===== config.mk =====
export PLATFORM = sky130hd
export DESIGN_NAME = water_frame_receiver
export DESIGN_NICKNAME = d
export VERILOG_FILES = /design/src/rtl/wfr_pkg.sv /design/src/rtl/wfr_cell.sv /design/src/rtl/wfr_level.sv /design/src/rtl/water_frame_receiver.sv
export SDC_FILE = /design/constraint.sdc
export NUM_CORES = 1
export LEC_CHECK = 0
export ABC_AREA = 1
export BUFFER_PORTS_ARGS = -buffer_cell sky130_fd_sc_hd__buf_2
export CORE_UTILIZATION = 30
export CTS_CLUSTER_SIZE = 20
export DETAILED_ROUTE_END_ITERATION = 7
export GPL_TIMING_DRIVEN = 0
export SYNTH_ARGS = -nofsm -noshare
export SYNTH_HDL_FRONTEND = slang
export SYNTH_SLANG_ARGS = --single-unit

===== constraint.sdc =====
create_clock -name clk_i -period 10.8 [get_ports clk_i]
set_input_delay 1.08 -clock clk_i [delete_from_list [all_inputs] [get_ports clk_i]]
set_output_delay 1.08 -clock clk_i [all_outputs]
set_load 0.02 [all_outputs]

===== src/rtl/wfr_pkg.sv =====
// Shared types and constants of the water frame receiver.
package wfr_pkg;

  localparam int unsigned FrameLen = 8;

  // input op codes
  typedef enum logic {
    OP_BYTE = 1'b0,
    OP_TICK = 1'b1
  } wfr_op_e;

  // result kinds
  typedef enum logic [1:0] {
    KIND_BYTE  = 2'd0,
    KIND_FRAME = 2'd1,
    KIND_TICK  = 2'd2
  } wfr_kind_e;

  // configuration register indexes
  typedef enum logic [1:0] {
    CFG_TIMEOUT     = 2'd0,
    CFG_MARKER_LOW  = 2'd1,
    CFG_MARKER_HIGH = 2'd2
  } wfr_cfg_e;

  localparam logic [7:0]  TimeoutReset    = 8'd150;
  localparam logic [7:0]  MarkerLowReset  = 8'hDE;
  localparam logic [7:0]  MarkerHighReset = 8'hC0;
  localparam logic [31:0] UvMin           = 32'd500000;
  localparam logic [31:0] UvMax           = 32'd2500000;
  localparam logic [9:0]  CmMin           = 10'd50;
  localparam logic [10:0] CmMax           = 11'd1000;
  localparam logic [9:0]  CmSpan          = 10'd950;
  localparam logic [7:0]  IdleMax         = 8'hFF;

  // uV span is 2^7 * 15625; floor(x / 15625) = (x * RecipM) >> RecipShift for x < 2^24
  localparam int unsigned SpanShift  = 7;
  localparam logic [24:0] RecipM     = 25'd17592187;
  localparam int unsigned RecipShift = 38;

  // offset above UvMin, below 2^21
  localparam int unsigned OffW  = 21;
  // offset times CmSpan, below 2^31
  localparam int unsigned ProdW = 31;

  // load enables of the level conversion stages
  typedef struct packed {
    logic s3;
    logic s4;
  } wfr_adv_t;

endpackage


===== src/rtl/wfr_cell.sv =====
// One byte cell of the sliding window, with its slice of the checksum chain.
module wfr_cell import wfr_pkg::*; (
  input  logic       clk_i,
  input  logic       shift_i,
  input  logic [7:0] byte_i,
  input  logic [7:0] sum_i,
  output logic [7:0] byte_o,
  output logic [7:0] sum_o
);

  logic [7:0] byte_q, byte_d;

  assign byte_d = shift_i ? byte_i : byte_q;

  always_ff @(posedge clk_i) begin
    byte_q <= byte_d;
  end

  assign byte_o = byte_q;
  // checksum is modulo 256
  assign sum_o  = sum_i + byte_q;

endmodule


===== src/rtl/wfr_level.sv =====
// Two-stage conversion of the microvolt offset into a level in cm.
module wfr_level import wfr_pkg::*; (
  input  logic            clk_i,
  input  wfr_adv_t        adv_i,
  input  logic            frame_i,
  input  logic [OffW-1:0] off_i,
  output logic [9:0]      level_o
);

  logic [ProdW-1:0] prod_q, prod_d;
  logic             frame_q;
  logic [9:0]       level_q, level_d;

  logic [23:0] scaled;
  logic [48:0] recip;
  logic [10:0] quot;
  logic [10:0] cm;

  assign prod_d = ProdW'(off_i * CmSpan);

  always_ff @(posedge clk_i) begin
    if (adv_i.s3) begin
      prod_q  <= prod_d;
      frame_q <= frame_i;
    end
  end

  // divide by the uV span: shift by 2^7, then reciprocal multiply for 15625
  assign scaled = prod_q[ProdW-1:SpanShift];
  assign recip  = 49'(scaled) * 49'(RecipM);
  assign quot   = recip[48:RecipShift];
  assign cm     = 11'(CmMin) + quot;

  always_comb begin
    level_d = '0;
    if (frame_q) begin
      level_d = (cm > CmMax) ? 10'(CmMax) : cm[9:0];
    end
  end

  always_ff @(posedge clk_i) begin
    if (adv_i.s4) begin
      level_q <= level_d;
    end
  end

  assign level_o = level_q;

endmodule


===== src/rtl/water_frame_receiver.sv =====
// Top level of the water frame receiver: window cells, frame check, tracking and output pipe.
//
//  channel   | dir | handshake               | payload
//  ----------+-----+-------------------------+---------------------------------------------
//  s_axis    | in  | s_axis_tvalid/tready    | tdata: data_byte; tuser: op, operational
//  m_axis    | out | m_axis_tvalid/tready    | tdata: level_cm, frame_counter, break, defect
//            |     |                         | tuser: kind
//  cfg       | in  | cfg_valid_i/cfg_ready_o | cfg_index_i, cfg_data_i (always ready)
//
// One request per clock sustained while m_axis_tready holds; each request gives exactly one
// result, valid on m_axis after four register stages, the first loaded at acceptance.
// Stage 1 is the row of eight byte cells (the window) plus the request flags. The frame
// check and all tracking state update on the move from stage 1 to stage 2, so requests
// update state strictly in order. Stages 3 and 4 scale the voltage to cm (one multiply each).
// Every stage has its own valid bit and moves when the next one is free or moving, so a
// stalled output only blocks input once all four stages are full.
// Reset clears valids, fill count, tracking state and loads register defaults; window
// bytes are not reset and are only checked after eight bytes have entered.
module water_frame_receiver import wfr_pkg::*; (
  input  logic        clk_i,
  input  logic        rst_ni,

  input  logic        s_axis_tvalid,
  output logic        s_axis_tready,
  input  logic [7:0]  s_axis_tdata,   // [7:0] data_byte
  input  logic [1:0]  s_axis_tuser,   // [0] op, [1] operational

  output logic        m_axis_tvalid,
  input  logic        m_axis_tready,
  output logic [23:0] m_axis_tdata,   // [9:0] level_cm, [17:10] frame_counter,
                                      // [18] counter_break, [19] water_defect, rest zero
  output logic [1:0]  m_axis_tuser,   // [1:0] kind

  input  logic        cfg_valid_i,
  output logic        cfg_ready_o,
  input  logic [1:0]  cfg_index_i,
  input  logic [7:0]  cfg_data_i
);

  // ---------------- configuration registers ----------------
  logic [7:0] timeout_q, marker_lo_q, marker_hi_q;

  assign cfg_ready_o = 1'b1;

  always_ff @(posedge clk_i or negedge rst_ni) begin
    if (!rst_ni) begin
      timeout_q   <= TimeoutReset;
      marker_lo_q <= MarkerLowReset;
      marker_hi_q <= MarkerHighReset;
    end else if (cfg_valid_i) begin
      // index beyond the list is dropped
      unique case (wfr_cfg_e'(cfg_index_i))
        CFG_TIMEOUT:     timeout_q   <= cfg_data_i;
        CFG_MARKER_LOW:  marker_lo_q <= cfg_data_i;
        CFG_MARKER_HIGH: marker_hi_q <= cfg_data_i;
        default: ;
      endcase
    end
  end

  // ---------------- pipeline handshake ----------------
  logic v1_q, v2_q, v3_q, v4_q;
  logic rdy1, rdy2, rdy3, rdy4;
  logic acc1, adv2, adv3, adv4;
  wfr_adv_t lvl_adv;

  assign rdy4 = !v4_q || m_axis_tready;
  assign rdy3 = !v3_q || rdy4;
  assign rdy2 = !v2_q || rdy3;
  assign rdy1 = !v1_q || rdy2;

  assign s_axis_tready = rdy1;
  assign acc1 = s_axis_tvalid && rdy1;
  assign adv2 = v1_q && rdy2;
  assign adv3 = v2_q && rdy3;
  assign adv4 = v3_q && rdy4;

  assign lvl_adv.s3 = adv3;
  assign lvl_adv.s4 = adv4;

  always_ff @(posedge clk_i or negedge rst_ni) begin
    if (!rst_ni) begin
      v1_q <= 1'b0;
      v2_q <= 1'b0;
      v3_q <= 1'b0;
      v4_q <= 1'b0;
    end else begin
      if (rdy1) v1_q <= s_axis_tvalid;
      if (rdy2) v2_q <= v1_q;
      if (rdy3) v3_q <= v2_q;
      if (rdy4) v4_q <= v3_q;
    end
  end

  // ---------------- stage 1: request flags, window cells, fill count ----------------
  logic op1_q, oper1_q;
  logic push;
  logic [3:0] fill_q, fill_d;
  logic [7:0] win [FrameLen];
  logic [7:0] sum_c [FrameLen+1];

  assign push = acc1 && s_axis_tuser[1] && (wfr_op_e'(s_axis_tuser[0]) == OP_BYTE);

  always_ff @(posedge clk_i) begin
    if (acc1) begin
      op1_q   <= s_axis_tuser[0];
      oper1_q <= s_axis_tuser[1];
    end
  end

  always_comb begin
    fill_d = fill_q;
    if (acc1 && !s_axis_tuser[1]) begin
      fill_d = '0;
    end else if (push && (fill_q < 4'(FrameLen))) begin
      fill_d = fill_q + 4'd1;
    end
  end

  always_ff @(posedge clk_i or negedge rst_ni) begin
    if (!rst_ni) begin
      fill_q <= '0;
    end else begin
      fill_q <= fill_d;
    end
  end

  // newest byte enters the top cell, oldest sits in cell 0
  assign sum_c[0] = '0;

  for (genvar k = 0; k < FrameLen; k++) begin : g_cell
    logic [7:0] nxt;
    if (k == FrameLen - 1) begin : g_top
      assign nxt = s_axis_tdata;
    end else begin : g_mid
      assign nxt = win[k+1];
    end
    wfr_cell u_cell (
      .clk_i  (clk_i),
      .shift_i(push),
      .byte_i (nxt),
      .sum_i  (sum_c[k]),
      .byte_o (win[k]),
      .sum_o  (sum_c[k+1])
    );
  end

  // ---------------- frame check (stage 1 -> 2) ----------------
  logic [31:0] uv;
  logic        frame_ok;

  assign uv = {win[4], win[3], win[2], win[1]};

  // checksum byte makes the sum of all eight bytes zero mod 256
  assign frame_ok = (fill_q >= 4'(FrameLen)) &&
                    (win[5] == marker_lo_q) && (win[6] == marker_hi_q) &&
                    (sum_c[FrameLen] == 8'd0) &&
                    (uv >= UvMin) && (uv <= UvMax);

  // ---------------- tracking state ----------------
  logic [7:0] last_cnt_q, last_cnt_d;
  logic       have_q, have_d;
  logic [7:0] idle_q, idle_d;
  logic       fcyc_q, fcyc_d;
  logic       bcyc_q, bcyc_d;

  wfr_kind_e       kind2_d;
  logic [7:0]      cnt2_d;
  logic            brk2_d, def2_d;
  logic [OffW-1:0] off2_d;

  always_comb begin
    logic [7:0] idle_inc;
    logic       brk;

    last_cnt_d = last_cnt_q;
    have_d     = have_q;
    idle_d     = idle_q;
    fcyc_d     = fcyc_q;
    bcyc_d     = bcyc_q;
    kind2_d    = KIND_BYTE;
    cnt2_d     = '0;
    brk2_d     = 1'b0;
    def2_d     = 1'b0;
    off2_d     = '0;
    idle_inc   = idle_q;
    brk        = 1'b0;

    if (!oper1_q) begin
      // reception off: drop tracking, keep last counter value
      idle_d  = '0;
      have_d  = 1'b0;
      fcyc_d  = 1'b0;
      bcyc_d  = 1'b0;
      kind2_d = (wfr_op_e'(op1_q) == OP_TICK) ? KIND_TICK : KIND_BYTE;
    end else if (wfr_op_e'(op1_q) == OP_TICK) begin
      if (!fcyc_q && (idle_q < IdleMax)) begin
        idle_inc = idle_q + 8'd1;
      end
      idle_d  = idle_inc;
      def2_d  = bcyc_q || (idle_inc >= timeout_q);
      fcyc_d  = 1'b0;
      bcyc_d  = 1'b0;
      kind2_d = KIND_TICK;
    end else if (frame_ok) begin
      brk        = have_q && (win[0] != (last_cnt_q + 8'd1));
      bcyc_d     = bcyc_q || brk;
      last_cnt_d = win[0];
      have_d     = 1'b1;
      idle_d     = '0;
      fcyc_d     = 1'b1;
      kind2_d    = KIND_FRAME;
      cnt2_d     = win[0];
      brk2_d     = brk;
      off2_d     = OffW'(uv - UvMin);
    end
  end

  always_ff @(posedge clk_i or negedge rst_ni) begin
    if (!rst_ni) begin
      last_cnt_q <= '0;
      have_q     <= 1'b0;
      idle_q     <= '0;
      fcyc_q     <= 1'b0;
      bcyc_q     <= 1'b0;
    end else if (adv2) begin
      last_cnt_q <= last_cnt_d;
      have_q     <= have_d;
      idle_q     <= idle_d;
      fcyc_q     <= fcyc_d;
      bcyc_q     <= bcyc_d;
    end
  end

  // ---------------- stages 2..4: result fields ride along the level conversion ----------------
  wfr_kind_e       kind2_q, kind3_q, kind4_q;
  logic [7:0]      cnt2_q, cnt3_q, cnt4_q;
  logic            brk2_q, brk3_q, brk4_q;
  logic            def2_q, def3_q, def4_q;
  logic [OffW-1:0] off2_q;
  logic [9:0]      level;

  always_ff @(posedge clk_i) begin
    if (adv2) begin
      kind2_q <= kind2_d;
      cnt2_q  <= cnt2_d;
      brk2_q  <= brk2_d;
      def2_q  <= def2_d;
      off2_q  <= off2_d;
    end
    if (adv3) begin
      kind3_q <= kind2_q;
      cnt3_q  <= cnt2_q;
      brk3_q  <= brk2_q;
      def3_q  <= def2_q;
    end
    if (adv4) begin
      kind4_q <= kind3_q;
      cnt4_q  <= cnt3_q;
      brk4_q  <= brk3_q;
      def4_q  <= def3_q;
    end
  end

  wfr_level u_level (
    .clk_i  (clk_i),
    .adv_i  (lvl_adv),
    .frame_i(kind2_q == KIND_FRAME),
    .off_i  (off2_q),
    .level_o(level)
  );

  assign m_axis_tvalid = v4_q;
  assign m_axis_tdata  = {4'd0, def4_q, brk4_q, cnt4_q, level};
  assign m_axis_tuser  = kind4_q;

endmodule


* Yosys cells after proc, flatten, opt, wreduce, memory -nomap -nowiden
Index checks and enable logic that the tools add are counted.
** Operators by class
- Multipliers :: 2
- Magnitude comparators :: 7
- Reductions and logical operators :: 39
- Add/sub/neg operators :: 12
- Eq/ne operators :: 9
- Mux-type cells :: 21
- Bitwise gates (word level) :: 5
** Operator list (number)
- adder 8 bit :: 7
- multiplier 24 x 25 -> 49 bit, second input constant :: 1
- 2-to-1 mux 8 bit :: 6
- >= comparator 32 x 19 -> 1 bit, second input constant :: 1
- less-or-equal comparator 32 x 22 -> 1 bit, second input constant :: 1
- multiplier 21 x 9 -> 30 bit, second input constant :: 1
- subtractor 21 x 19 -> 21 bit, second input constant :: 1
- adder 8 x 1 -> 8 bit, second input constant :: 2
- == test 8 bit :: 2
- logical AND 1 bit :: 15
- adder 6 x 11 -> 11 bit, first input constant :: 1
- > comparator 11 x 10 -> 1 bit, second input constant :: 1
- 2-to-1 mux 10 bit :: 1
- AND reduction 2 bit :: 5
- 2-to-1 mux 1 bit :: 9
- >= comparator 8 bit :: 1
- logical NOT 8 bit :: 1
- < comparator 8 bit, second input constant :: 1
- 2-to-1 mux 4 bit :: 2
- inequality test 8 bit :: 1
- logical NOT 1 bit :: 6
- logical OR 1 bit :: 6
- 2-to-1 mux 2 bit :: 3
- inverter 1 bit :: 5
- 14 further kinds :: 15
** Storage, ports and cells
- Word-level logic and storage cells :: 135
- Flip-flop bits (word level) :: 215
- Input port bits :: 25
- Output and inout port bits :: 29

* Longest topological paths before layout
- Depth in word-level cells :: 14
- Depth in mapped cells :: 41
- Gate-level depth less buffers :: 41

* Modules after synthesis
A second synthesis with hierarchy kept.
** Unflattened totals
- Cell total of the unflattened synthesis :: 3017
- Area, all modules :: 26635.5 µm²
** By module, submodules not included
- wfr_level :: area each 16107.9 µm², times used 1, sequential area each 1051.0 µm², cells an instance 1818
- water_frame_receiver :: area each 5688.0 µm², times used 1, sequential area each 3062.9 µm², cells an instance 655
- wfr_cell (g_cell[0].u_cell ...) :: area each 601.8 µm², times used 6, sequential area each 240.2 µm², cells an instance 68
- wfr_cell (g_cell[2].u_cell ...) :: area each 614.3 µm², times used 2, sequential area each 240.2 µm², cells an instance 68

* Worst setup path before layout
Ideal clock, no wire load.
- Path type :: reg-to-reg
- Start :: reg u_level.prod_q[13]
- End :: reg u_level.level_q[1] (netlist: u_level.level_o[1]) (data pin)
- Clock period less this slack :: 6725 ps
- Slack :: 4075 ps
- Data arrival time :: 6471 ps
- Cell stages (with the launch flop) :: 37
- Library setup time :: 254 ps
- Path buffers :: 0
- Required time :: 10546 ps
- Cell sequence :: edfxtp_1 inv_1 fa_1 xnor2_1 ha_1 a21oi_1 inv_1 fa_1 inv_1 fa_1 inv_1 fa_1 fa_1 inv_1 fa_1 inv_1 ha_1 nand2_1 nor2_1 inv_1 nor2_1 nand3_1 nor2_1 nand2_1 nand3_1 nand2_1 nand2_1 inv_1 ha_1 nand3_1 nand3_2 nand3_1 nand2_1 nor2_4 nand3_4 nand3_4 nor2_2
** On the way
- Word-level cells in the longest chain between the ends :: 4
** RTL lines
- start, declared :: RTL line wfr_level.sv:10 : logic [ProdW-1:0] prod_q, prod_d;
- start signal, assigned :: RTL line wfr_level.sv:23 : prod_q <= prod_d;
- multiplier 24 x 25 -> 49 bit (*) :: RTL line wfr_level.sv:30 : assign recip = 49'(scaled) * 49'(RecipM);
- adder 6 x 11 -> 11 bit (*) :: RTL line wfr_level.sv:32 : assign cm = 11'(CmMin) + quot;
- > comparator 11 x 10 -> 1 bit :: RTL line wfr_level.sv:37 : level_d = (cm > CmMax) ? 10'(CmMax) : cm[9:0];
- OR reduction 2 bit (no line)
- end signal, assigned :: RTL line wfr_level.sv:43 : level_q <= level_d;
- end, declared :: RTL line wfr_level.sv:12 : logic [9:0] level_q, level_d;
Mark *: on every way between the ends. The rest lies on a longest branch, timed or not.
A chain may end at the register's enable or synchronous reset.

* Worst setup path in the final report
- Start :: reg u_level.prod_q[13]
- End :: reg u_level.level_q[3] (netlist: u_level.level_o[3]) (data pin)
** On the way
- Word-level cells in the longest chain between the ends :: 4
** RTL lines (RTL line)
- multiplier 24 x 25 -> 49 bit (*) :: wfr_level.sv:30
- adder 6 x 11 -> 11 bit (*) :: wfr_level.sv:32
- > comparator 11 x 10 -> 1 bit :: wfr_level.sv:37
- 2-to-1 mux 10 bit (*) :: wfr_level.sv:37
Marked as above.

==> reports/qor.yml <==
route:
  drc_errors: 2
  drt-initial-drc-count: 684
  wirelength_um: 54000
  wl_per_cell_um: 14.1
  first_pass_iters: 7
  num_vias: 16572
  vias_per_cell: 4.31
  antenna_left: 0
synth:
  ys_seq_area_frac: 0.244
  synth_edf_count: 158
  netlist_top_cells_area: "fa_1 (27%), edfxtp_1 (19%), ha_1 (16%), inv_1 (11%), nand2_1 (7.1%)"
  synth_cell_types: 50
  ys_seq_elements: 209
  synth_area_per_cell_um2: 9.26
  synth_area_um2: 24800
  synth_cells: 2675
  yosysWarnings: 0
  yosys.area.top_type: "fa_1"
  synth_ff_type: "edfxtp_1"
  yosys.area.top_type_share: 0.272
  async_flop_share: 0.244
clock_tree:
  cts_num_sinks: 209
  cts-root-buf: "clkbuf_16"
  cts_buffers: 24
  clock_latency_ps: 530
  htreeDepth: 1
  cts_tree: "done"
  cts_buffer_depth: 3
  ctsHoldBuffers: 0
  path_clk_slew_ps: 60
  cts.repair.resized: 0
  cts_setup_buffers: 0
run_status:
  failed_checks: "DRC"
  status: "complete, but fails checks"
cells_and_area:
  regArea_um2: 6040
  multiInputGateArea_um2: 15900
  drive_gt1_frac: 0.0646
  diodes: 0
  final_cell_count_no_fill: 3842
  final_cell_mix: "inv_1 (726), nand2_1 (472), fa_1 (337), ha_1 (319), edfxtp_1 (158)"
  syn_to_final_growth_pct: 9.92
  fin_area_um2: 27200
  fin_nets: 3437
  fill_cells: 8383
  layout_commonest_cell: "inv_1"
sta:
  post-route-period-util: 0.715
  hold_viol_final: 0
  rsz0062_at_grt: "false"
  setup_tns_ps: 0
  fin_crit_ps: 7720
  setup_viol_count_final: 0
  worst_pin_slew_ps: 1170
  max_freq_mhz: 130
  slew_violations: 0
  slew_headroom: 0.222
  clock_skew_ps: 15.4
floorplanning:
  ios: 54
  initial_core_util: 0.303
  die_w_um: 289
  dieArea_um2: 83800
  dieHeight_um: 289
  num_rows: 105
  core_area_um2: 81800
worst_setup_path:
  worst_ep_required_time_ps: 11080
  slowest_stage: "fa_1"
  critical_path.max_fanout: 7
  cp.arrival_ps: 8010
  cpPeakStageDelay_ps: 730
  path_class: "reg2reg"
  end_kind: "flip-flop"
  start_kind: "flip-flop"
grt:
  grt.met1_usage: 0.182
  grt_pass1_vias: 17725
  grt_pass1_wl_um: 90800
  use_met2: 0.240
  grt_overflow_total: 0
  grt_max_degree: 52
  met3_usage: 0.00843
  antenna_found_initial: 0
  top_usage_layer: "met2"
  track_usage: 0.136
worst_hold_path:
  hp-class: "reg2reg"
place:
  io_buffer_count: 48
  dpl.hpwl_um: 47400
  dp.cells: 3800
  place_area_um2: 26500
  routabilityCongestion: 0.913
run:
  maxCapViolCount: 0
metal layers:
layer / share of wire / routed length, um
met2: 0.49 / 26500
met4: 0.020 / 1070
met1: 0.46 / 25000
met5: 0 / 0
met3: 0.026 / 1390
kinds of logic (layout without fill, tap and decap cells):
family | count (synthesis) | count (layout) | synth area share
other cells | 2 | 5 | 0.000303
compound gates | 187 | 187 | 0.0419
fa+ha+maj | 656 | 656 | 0.433
flops | 209 | 209 | 0.244
simple gates | 788 | 788 | 0.137
buf+inv | 752 | 846 | 0.115
xor+xnor | 81 | 81 | 0.0292
Yosys cell counts, drive strengths merged (25+ instances only):
cell type  instances
a21oi             85
nor3              25
nand2            488
o21ai             63
ha               319
fa               337
xnor2             34
nor2             149
dfrtp             39
xor2              46
edfxtp           158
inv              734
nand3             71
critical path, delay by kind of cell, from the launching register on:
family,cells,cell delay [ps]
adder cells (fa/ha/maj),9,4050
buffers and inverters,8,530
flip-flops,1,650
AND/OR/NAND/NOR,17,1610
XOR/XNOR,1,120
AO/OA/AOI/OAI,2,530
area by class of cell:
| class | count | share of cell area |
|---|---|---|
| sequential | 209 | 0.222 |
| tap | 1070 | 0.0491 |
| buffer | 16 | 0.00326 |
| timing repair buffer | 52 | 0.0116 |
| clock buffer | 28 | 0.0230 |
| inverter | 736 | 0.101 |
| multi-input combinational | 1717 | 0.584 |
| clock inverter | 14 | 0.00570 |
per-stage QoR:
stage          setup slack (ps)  hold WS [ps]   util
3_3_place_gp               3110           401  0.322
3_5_place_dp               3100           405  0.323
2_1_floorplan              4080           400      -
5_1_grt                    2510           421  0.333
4_1_cts                    3060           418  0.333
6_report                   3080           418  0.333
registers in the layout (all words and copies together), names as in the netlist, 2 cells and up:
signal,cells
u_level.level_o,10
kind2_q,2
u_level.prod_q,24
kind3_q,2
off2_q,21
fill_q,4
marker_hi_q,8
g_cell.u_cell.byte_o,64
timeout_q,8
m_axis_tuser,2
marker_lo_q,8
cnt2_q,8
cnt3_q,8
idle_q,8
last_cnt_q,8
cnt4_q,8
path summary, 6_finish.rpt:
| path | from | to | slack, ps | depth (start not counted) |
|---|---|---|---|---|
| hold / removal | cnt2_q[0] | cnt3_q[0] | 420 | 0 |
| max in group asynchronous | rst_ni | v1_q | 9300 | 1 |
| setup / recovery | u_level.prod_q[13] | u_level.level_o[3] | 3080 | 37 |
| min in group asynchronous | rst_ni | timeout_q[0] | 800 | 1 |
| setup reg to reg | u_level.prod_q[13] | u_level.level_o[3] | 3080 | 37 |
| hold reg to reg | cnt2_q[0] | cnt3_q[0] | 420 | 0 |
Power is left out: the tool's default activity adds up to more than one toggle a clock period on the data nets, which glitch-free logic cannot reach.
